<file path="src/carl_pkg.sv">
// Shared types, codes and constants for the command/acknowledge retry link.
// Used by every module of the link; depends on nothing else.
`timescale 1ns / 1ps

package carl_pkg;

   localparam int SAMPLE_BITS = 12;
   localparam int LEN_BITS    = 6;
   localparam int TEXT_BITS   = 40;
   localparam int TRIES_BITS  = 8;
   localparam int TIMER_BITS  = 16;
   localparam int OP_BITS     = 2;
   localparam int EV_BITS     = 3;
   localparam int CSR_ADDR_BITS = 2;
   localparam int CSR_DATA_BITS = 16;
   localparam int REQ_DATA_BITS = 64;
   localparam int RSP_DATA_BITS = 24;

   // operation codes carried in req_tuser
   localparam logic [OP_BITS-1:0] OP_CMD  = 2'd0;
   localparam logic [OP_BITS-1:0] OP_TICK = 2'd1;
   localparam logic [OP_BITS-1:0] OP_POLL = 2'd2;

   // event codes carried in rsp_tuser
   localparam logic [EV_BITS-1:0] EV_NONE   = 3'd0;
   localparam logic [EV_BITS-1:0] EV_ACK    = 3'd1;
   localparam logic [EV_BITS-1:0] EV_REQ    = 3'd2;
   localparam logic [EV_BITS-1:0] EV_ERR    = 3'd3;
   localparam logic [EV_BITS-1:0] EV_SENT   = 3'd4;
   localparam logic [EV_BITS-1:0] EV_GIVEUP = 3'd5;
   localparam logic [EV_BITS-1:0] EV_CLOSED = 3'd6;

   // register indexes on the csr port
   localparam logic [CSR_ADDR_BITS-1:0] CSR_TRY_LIMIT   = 2'd0;
   localparam logic [CSR_ADDR_BITS-1:0] CSR_FIRST_DELAY = 2'd1;
   localparam logic [CSR_ADDR_BITS-1:0] CSR_ACK_TIMEOUT = 2'd2;

   localparam logic [TRIES_BITS-1:0] TRY_LIMIT_RST   = 8'd3;
   localparam logic [TIMER_BITS-1:0] FIRST_DELAY_RST = 16'd10;
   localparam logic [TIMER_BITS-1:0] ACK_TIMEOUT_RST = 16'd300;

   // "!OK#" and "!RST#", byte zero in the low bits
   localparam logic [31:0]          TEXT_OK  = 32'h234B_4F21;
   localparam logic [TEXT_BITS-1:0] TEXT_RST = 40'h23_5453_5221;
   localparam logic [LEN_BITS-1:0]  LEN_OK   = 6'd4;
   localparam logic [LEN_BITS-1:0]  LEN_RST  = 6'd5;

   typedef enum logic [3:0] {
      MODE_IDLE = 4'b0001,
      MODE_SEND = 4'b0010,
      MODE_WAIT = 4'b0100,
      MODE_END  = 4'b1000
   } link_mode_type;

   typedef struct packed {
      logic [OP_BITS-1:0]     op;
      logic [LEN_BITS-1:0]    cmd_length;
      logic [TEXT_BITS-1:0]   cmd_text;
      logic [SAMPLE_BITS-1:0] adc_sample;
   } req_item_type;

   typedef struct packed {
      logic [EV_BITS-1:0]     event_res;
      logic [SAMPLE_BITS-1:0] sent_value;
      logic [TRIES_BITS-1:0]  tries_used;
   } rsp_item_type;

   typedef struct packed {
      logic [TRIES_BITS-1:0] try_limit;
      logic [TIMER_BITS-1:0] first_delay;
      logic [TIMER_BITS-1:0] ack_timeout;
   } cfg_type;

   typedef struct packed {
      logic is_ack;
      logic is_req;
   } cmd_class_type;

endpackage

</file>
<file path="src/carl_decode.sv">
// Command matcher: classifies a received command as acknowledge, request or error.
// Depends on carl_pkg.
`timescale 1ns / 1ps

module carl_decode
   import carl_pkg::*;
(
   input  logic [LEN_BITS-1:0]  cmd_length,
   input  logic [TEXT_BITS-1:0] cmd_text,
   output cmd_class_type        cmd_class
);

   // only the first cmd_length bytes count, so the ack ignores byte four
   assign cmd_class.is_ack = (cmd_length == LEN_OK) && (cmd_text[31:0] == TEXT_OK);
   assign cmd_class.is_req = (cmd_length == LEN_RST) && (cmd_text == TEXT_RST);

endmodule

</file>
<file path="src/carl_engine.sv">
// Link state machine: session state, resend counter and timeout timer.
// One item is handled per step; depends on carl_pkg and carl_decode.
`timescale 1ns / 1ps

module carl_engine
   import carl_pkg::*;
(
   input  logic         clock,
   input  logic         reset,
   input  logic         step_en,
   input  req_item_type item,
   input  cfg_type      cfg,
   output rsp_item_type result
);

   link_mode_type          mode_ff, mode_in;
   logic [SAMPLE_BITS-1:0] held_ff, held_in;
   logic [TRIES_BITS-1:0]  resend_ff, resend_in;
   logic [TIMER_BITS-1:0]  timer_ff, timer_in;
   logic                   expired_ff, expired_in;
   logic [TIMER_BITS-1:0]  timer_dec;
   cmd_class_type          cmd_class;

   carl_decode u_decode (
      .cmd_length (item.cmd_length),
      .cmd_text   (item.cmd_text),
      .cmd_class  (cmd_class)
   );

   assign timer_dec = timer_ff - TIMER_BITS'(1);

   always_comb begin
      mode_in           = mode_ff;
      held_in           = held_ff;
      resend_in         = resend_ff;
      timer_in          = timer_ff;
      expired_in        = expired_ff;
      result.event_res  = EV_NONE;
      result.sent_value = '0;
      if (item.op == OP_CMD) begin
         if (cmd_class.is_ack) begin
            mode_in          = MODE_END;
            result.event_res = EV_ACK;
         end else if (cmd_class.is_req) begin
            mode_in          = MODE_SEND;
            held_in          = item.adc_sample;
            timer_in         = cfg.first_delay;
            expired_in       = (cfg.first_delay == '0);
            result.event_res = EV_REQ;
         end else begin
            result.event_res = EV_ERR;
         end
      end else if (item.op == OP_TICK) begin
         if (timer_ff != '0) begin
            timer_in = timer_dec;
            if (timer_dec == '0) begin
               expired_in = 1'b1;
            end
         end
      end else if (item.op == OP_POLL) begin
         case (mode_ff)
            MODE_SEND: begin
               mode_in           = MODE_WAIT;
               result.event_res  = EV_SENT;
               result.sent_value = held_ff;
            end
            MODE_WAIT: begin
               if (expired_ff) begin
                  if (resend_ff >= cfg.try_limit) begin
                     mode_in          = MODE_END;
                     result.event_res = EV_GIVEUP;
                  end else begin
                     resend_in         = resend_ff + TRIES_BITS'(1);
                     result.event_res  = EV_SENT;
                     result.sent_value = held_ff;
                     timer_in          = cfg.ack_timeout;
                     expired_in        = (cfg.ack_timeout == '0);
                  end
               end
            end
            MODE_END: begin
               mode_in          = MODE_IDLE;
               resend_in        = '0;
               result.event_res = EV_CLOSED;
            end
            default: begin
               mode_in = mode_ff;
            end
         endcase
      end
      result.tries_used = resend_in;
   end

   always_ff @(posedge clock) begin
      if (reset) begin
         mode_ff    <= MODE_IDLE;
         held_ff    <= '0;
         resend_ff  <= '0;
         timer_ff   <= '0;
         expired_ff <= 1'b0;
      end else if (step_en) begin
         mode_ff    <= mode_in;
         held_ff    <= held_in;
         resend_ff  <= resend_in;
         timer_ff   <= timer_in;
         expired_ff <= expired_in;
      end
   end

   // a running timer has never expired
   a_timer_expiry: assert property (@(posedge clock) disable iff (reset)
      (timer_ff != '0) |-> !expired_ff)
      else $error("timer running with expiry flag set");

   a_close_clears: assert property (@(posedge clock) disable iff (reset)
      (step_en && result.event_res == EV_CLOSED) |=> (resend_ff == '0) && (mode_ff == MODE_IDLE))
      else $error("session close left tries or mode behind");

   a_sent_value: assert property (@(posedge clock) disable iff (reset)
      (step_en && result.event_res == EV_SENT) |-> (result.sent_value == held_ff))
      else $error("sent value differs from latched sample");

   a_hold_state: assert property (@(posedge clock) disable iff (reset)
      !step_en |=> $stable(mode_ff) && $stable(resend_ff) && $stable(timer_ff))
      else $error("state moved without a step");

endmodule

</file>
<file path="src/command_ack_retry_link.sv">
// Stop-and-wait sender with acknowledge timeout and bounded resends.
// Path: a transferred request passes the input register and then the result register to rsp_tvalid.
// Throughput: one item per cycle; one result per item, stalled only by rsp_tready.
// The input register takes a new item while a finished result waits in the result register.
// Reset (synchronous, active high): link idle, timer and tries cleared,
// registers back to try_limit 3, first_delay 10, ack_timeout 300.
`timescale 1ns / 1ps

module command_ack_retry_link
   import carl_pkg::*;
(
   input  logic                      clock,
   input  logic                      reset,
   input  logic                      req_tvalid,
   output logic                      req_tready,
   input  logic [REQ_DATA_BITS-1:0]  req_tdata,  // cmd_length, cmd_text, adc_sample, zero pad
   input  logic [OP_BITS-1:0]        req_tuser,  // op
   output logic                      rsp_tvalid,
   input  logic                      rsp_tready,
   output logic [RSP_DATA_BITS-1:0]  rsp_tdata,  // sent_value, tries_used, zero pad
   output logic [EV_BITS-1:0]        rsp_tuser,  // event_res
   input  logic                      csr_valid,
   output logic                      csr_ready,
   input  logic [CSR_ADDR_BITS-1:0]  csr_index,
   input  logic [CSR_DATA_BITS-1:0]  csr_data
);

   localparam int LEN_LO    = 0;
   localparam int TEXT_LO   = LEN_LO + LEN_BITS;
   localparam int SAMPLE_LO = TEXT_LO + TEXT_BITS;

   logic         in_valid_ff;
   req_item_type in_item_ff, in_item_in;
   logic         out_valid_ff;
   rsp_item_type out_item_ff;
   rsp_item_type step_result;
   cfg_type      cfg_ff;
   logic         advance;
   logic         req_xfer;

   assign advance    = in_valid_ff && (!out_valid_ff || rsp_tready);
   assign req_tready = !in_valid_ff || advance;
   assign req_xfer   = req_tvalid && req_tready;
   assign csr_ready  = 1'b1;

   assign in_item_in.op         = req_tuser;
   assign in_item_in.cmd_length = req_tdata[LEN_LO +: LEN_BITS];
   assign in_item_in.cmd_text   = req_tdata[TEXT_LO +: TEXT_BITS];
   assign in_item_in.adc_sample = req_tdata[SAMPLE_LO +: SAMPLE_BITS];

   always_ff @(posedge clock) begin
      if (reset) begin
         in_valid_ff <= 1'b0;
      end else if (req_tready) begin
         in_valid_ff <= req_tvalid;
      end
   end

   always_ff @(posedge clock) begin
      if (req_xfer) begin
         in_item_ff <= in_item_in;
      end
   end

   carl_engine u_engine (
      .clock   (clock),
      .reset   (reset),
      .step_en (advance),
      .item    (in_item_ff),
      .cfg     (cfg_ff),
      .result  (step_result)
   );

   // hold the result until the transfer completes
   always_ff @(posedge clock) begin
      if (reset) begin
         out_valid_ff <= 1'b0;
      end else if (advance) begin
         out_valid_ff <= 1'b1;
      end else if (rsp_tready) begin
         out_valid_ff <= 1'b0;
      end
   end

   always_ff @(posedge clock) begin
      if (advance) begin
         out_item_ff <= step_result;
      end
   end

   assign rsp_tvalid = out_valid_ff;
   assign rsp_tuser  = out_item_ff.event_res;
   assign rsp_tdata  = {{(RSP_DATA_BITS - SAMPLE_BITS - TRIES_BITS){1'b0}},
                        out_item_ff.tries_used, out_item_ff.sent_value};

   always_ff @(posedge clock) begin
      if (reset) begin
         cfg_ff.try_limit   <= TRY_LIMIT_RST;
         cfg_ff.first_delay <= FIRST_DELAY_RST;
         cfg_ff.ack_timeout <= ACK_TIMEOUT_RST;
      end else if (csr_valid) begin
         case (csr_index)
            CSR_TRY_LIMIT:   cfg_ff.try_limit   <= csr_data[TRIES_BITS-1:0];
            CSR_FIRST_DELAY: cfg_ff.first_delay <= csr_data[TIMER_BITS-1:0];
            CSR_ACK_TIMEOUT: cfg_ff.ack_timeout <= csr_data[TIMER_BITS-1:0];
            default: begin
               cfg_ff <= cfg_ff;
            end
         endcase
      end
   end

endmodule

</file>
<file path="config.mk">
export PLATFORM = sky130hd
export DESIGN_NAME = command_ack_retry_link
export DESIGN_NICKNAME = d
export VERILOG_FILES = /design/src/carl_pkg.sv /design/src/carl_decode.sv /design/src/carl_engine.sv /design/src/command_ack_retry_link.sv
export SDC_FILE = /design/constraint.sdc
export NUM_CORES = 1
export LEC_CHECK = 0
export ABC_AREA = 1
export BUFFER_PORTS_ARGS = -buffer_cell sky130_fd_sc_hd__buf_4
export CORE_ASPECT_RATIO = 0.9
export CORE_UTILIZATION = 23
export CTS_CLUSTER_SIZE = 24
export DETAILED_ROUTE_END_ITERATION = 12
export GPL_TIMING_DRIVEN = 0
export SLEW_MARGIN = 25
export SYNTH_ARGS = -nofsm -noshare
export SYNTH_HDL_FRONTEND = slang
export SYNTH_HIERARCHICAL = 1
export SYNTH_SLANG_ARGS = --single-unit
export TNS_END_PERCENT = 1
</file>
<file path="constraint.sdc">
create_clock -name clock -period 6.5 [get_ports clock]
set_input_delay 0.325 -clock clock [delete_from_list [all_inputs] [get_ports clock]]
set_output_delay 0.325 -clock clock [all_outputs]
set_load 0.01 [all_outputs]
</file>
==> run summary <==
Required @ worst endpoint: 6.83 ns
die area: 0.0342 mm2
Port Buffers: 107
crit path max fanout: 10
ys flop type: edfxtp_1
number of vias per cell: 4.18
Root Driver: clkbuf_16
Hold WC Path Type: input port to register
Syn Std Cell Area: 0.00769 mm2
setup TNS: 0 ns
core area: 0.0329 mm2
Max-Cap Viols: 0
Total GRT Usage: 0.118
Routed WL: 19.5 mm
Design Area, Final: 0.00963 mm2
syn_area_per_cell: 8.20 um2
Placer Congestion: 0.855
area occupied by multi-input gates: 0.00291 mm2
antenna diode count: 0
VDD IR max: 176 uV
mux contribution to synthesized area: 0
period utilization: 0.437
crit path capture type: register
startpoint types: register
Worst-path clk slew: 0.07 ns
CTS tree: built
global-route wire length before repair: 31.3 mm
DR vias: 6287
Hold Vio Cnt, Final: 0
sequential area share after synthesis: 0.540
wire length per cell: 13.0 um
post-cts resize count: 0
crit path kind: register to register
compound-cell area share of the yosys netlist: 0.0830
CTS Buf Count: 17
Final nets: 1168
placed cell area: 0.00909 mm2
headroom to the max-slew limit: 0.422
# fillers: 3507
chip height: 175 um
Post-route DRC: 0
asr flop ratio synth: 0
Post-DRT Antenna Nets: 0
RSZ-0062 raised after global routing: false
number of flops mapped to enable cells by yosys: 83
Area Overhead vs Synth: 25.2%
flops & latches, synth: 166
clk sinks: 166
Pwr Density: 248 mW/mm2
Final Critical Period: 2.84 ns
Seq. cell area: 0.00415 mm2
Synth Area in XOR/XNOR: 0.00342
clock tree buffer depth: 2
Final Non-Filler Cells: 1503
hold buffers post-CTS: 0
DRT Pass-1 Iters: 5
Pleak: 4.16 nW
critical path arrival: 3.17 ns
postcts setup bufs: 0
IO Count: 119
outcome: finished, final reports clean
Final HPWL DP: 14.9 mm
Row Count: 63
worst setup skew after layout: 0.00765 ns
# setup viols final: 0
share of cells above drive strength 1: 0.166
largest net degree at the start of global routing: 39
Slew Viols, Final: 0
Synth Area in Simple Gates: 0.270
Max Clock Freq: 352 MHz
number of cells after detailed placement: 1471
unique cell type count in the Yosys netlist: 46
Yosys Warn Count: 6
initial antenna violation count: 0
GRT overflow: 0
die width: 195 um
Starting DRT DRC Count: 449
initial core utilization: 0.233
largest family of logic cells by synthesized area: simple AND/OR/NAND/NOR gates
Adder-Cell Fraction of Synth Area: 0.0179
vias in the first global route: 6027
worst-skew pair later-pin latency: 0.44 ns
post-synthesis cell count: 937
Worst Tran Pin Value: 0.860 ns
H-Tree Depth: 4
[synth_stat cells (3+ instances only)]
cell type / instances / area share
nor3_1: 9 / 0.0059
inv_2: 4 / 0.0020
o21ai_0: 29 / 0.019
nor4_1: 4 / 0.0033
edfxtp_1: 83 / 0.32
a21oi_1: 39 / 0.025
nor2_1: 173 / 0.084
dfxtp_1: 83 / 0.22
xnor2_1: 3 / 0.0034
ha_1: 11 / 0.018
a221oi_1: 3 / 0.0034
o211ai_1: 6 / 0.0059
buf_6: 5 / 0.0073
nand4_1: 9 / 0.0073
nand3_1: 56 / 0.036
clkbuf_1: 16 / 0.0078
o21ai_1: 12 / 0.0078
nand2_1: 214 / 0.10
buf_2: 3 / 0.0020
nand2_2: 4 / 0.0033
and2_1: 4 / 0.0033
inv_1: 117 / 0.057
nand3b_1: 4 / 0.0039
a22oi_1: 7 / 0.0068
buf_4: 8 / 0.0078
nor2_2: 4 / 0.0033
[metrics by stage]
step | utilization | setup slack, ns | hold slack [ns] | power, W
after CTS | 0.292 | 3.60 | 0.0254 | 0.00243
final | 0.292 | 3.66 | 0.0573 | 0.00239
after global routing | 0.292 | 3.39 | 0.0284 | 0.00251
after floorplan | - | 3.49 | 0.394 | 0.00136
after detailed placement | 0.276 | 3.61 | 0.456 | 0.00147
after global placement | 0.274 | 2.29 | 0.447 | 0.00146
[layout by cell type, fill, tap and decap left out, types with 9 or more instances in the layout]
| cell | count |
|---|---|
| nor2_1 | 173 |
| clkbuf_16 | 17 |
| ha_1 | 11 |
| edfxtp_1 | 83 |
| buf_4 | 115 |
| a21oi_1 | 38 |
| inv_1 | 116 |
| clkbuf_1 | 18 |
| nand4_1 | 9 |
| nor3_1 | 9 |
| o21ai_0 | 29 |
| nand2_1 | 214 |
| o21ai_1 | 12 |
| nand3_1 | 56 |
| dfxtp_1 | 83 |
[per-layer routing]
layer | global-route usage | wire length [um]
met5 | 0 | 0
met4 | 0.0384 | 254
met3 | 0.0284 | 832
met2 | 0.194 | 9130
met1 | 0.152 | 9310
[logic make-up (layout without fill, tap and decap cells)]
| kind of cell | Yosys count | after routing |
|---|---|---|
| buf+inv | 154 | 295 |
| other cells | 2 | 5 |
| compound gates | 109 | 109 |
| fa+ha+maj | 11 | 11 |
| simple gates | 492 | 492 |
| xor+xnor | 3 | 3 |
| flops | 166 | 166 |
[worst max-delay path: stages (launching register included)]
cell      delay [ns]
edfxtp_1        0.42
inv_1           0.07
nand2_1         0.04
nor2_1          0.14
nand2_1         0.07
nor2_1          0.17
nand2_1         0.10
nor2_1          0.21
inv_1           0.10
o21ai_2         0.18
nand2_1         0.12
a211oi_4        0.55
nand2_4         0.14
buf_6           0.19
o21ai_1         0.17
a21oi_1         0.05
[final cells by class]
cell class / count / area share
multi-input combinational: 620 / 0.302
sequential: 166 / 0.432
timing repair buffer: 109 / 0.0884
inverter: 121 / 0.0474
tap: 422 / 0.0549
clock inverter: 13 / 0.0107
clock buffer: 19 / 0.0450
buffer: 33 / 0.0203
[state kept, by name, indices dropped and copies added (netlist names)]
| name | flops |
|---|---|
| u_engine/resend_ff | 8 |
| u_engine/expired_ff | 1 |
| rsp_tvalid | 1 |
| u_engine/timer_ff | 16 |
| in_valid_ff | 1 |
| cfg_ff | 40 |
| rsp_tdata | 20 |
| rsp_tuser | 3 |
| in_item_ff | 60 |
| u_engine/held_ff | 12 |
| u_engine/mode_ff | 4 |
[report_power, final]
part | switching (W) | internal (W) | total [W]
clock | 0.000449 | 0.000493 | 0.000942
sequential | 0.0000287 | 0.00115 | 0.00118
combinational | 0.000158 | 0.000111 | 0.000269
[final timing paths]
kind	from	cells past startpoint	slack, ns	endpoint
setup / recovery	in_item_ff[37]	15	3.66	u_engine/timer_ff[12]
hold / removal	req_tdata[57]	1	0.06	in_item_ff[11]
setup reg to reg	in_item_ff[37]	15	3.66	u_engine/timer_ff[12]
hold reg to reg	cfg_ff[33]	2	0.47	cfg_ff[33]
No activity file was read; power rests on OpenSTA's default activity.
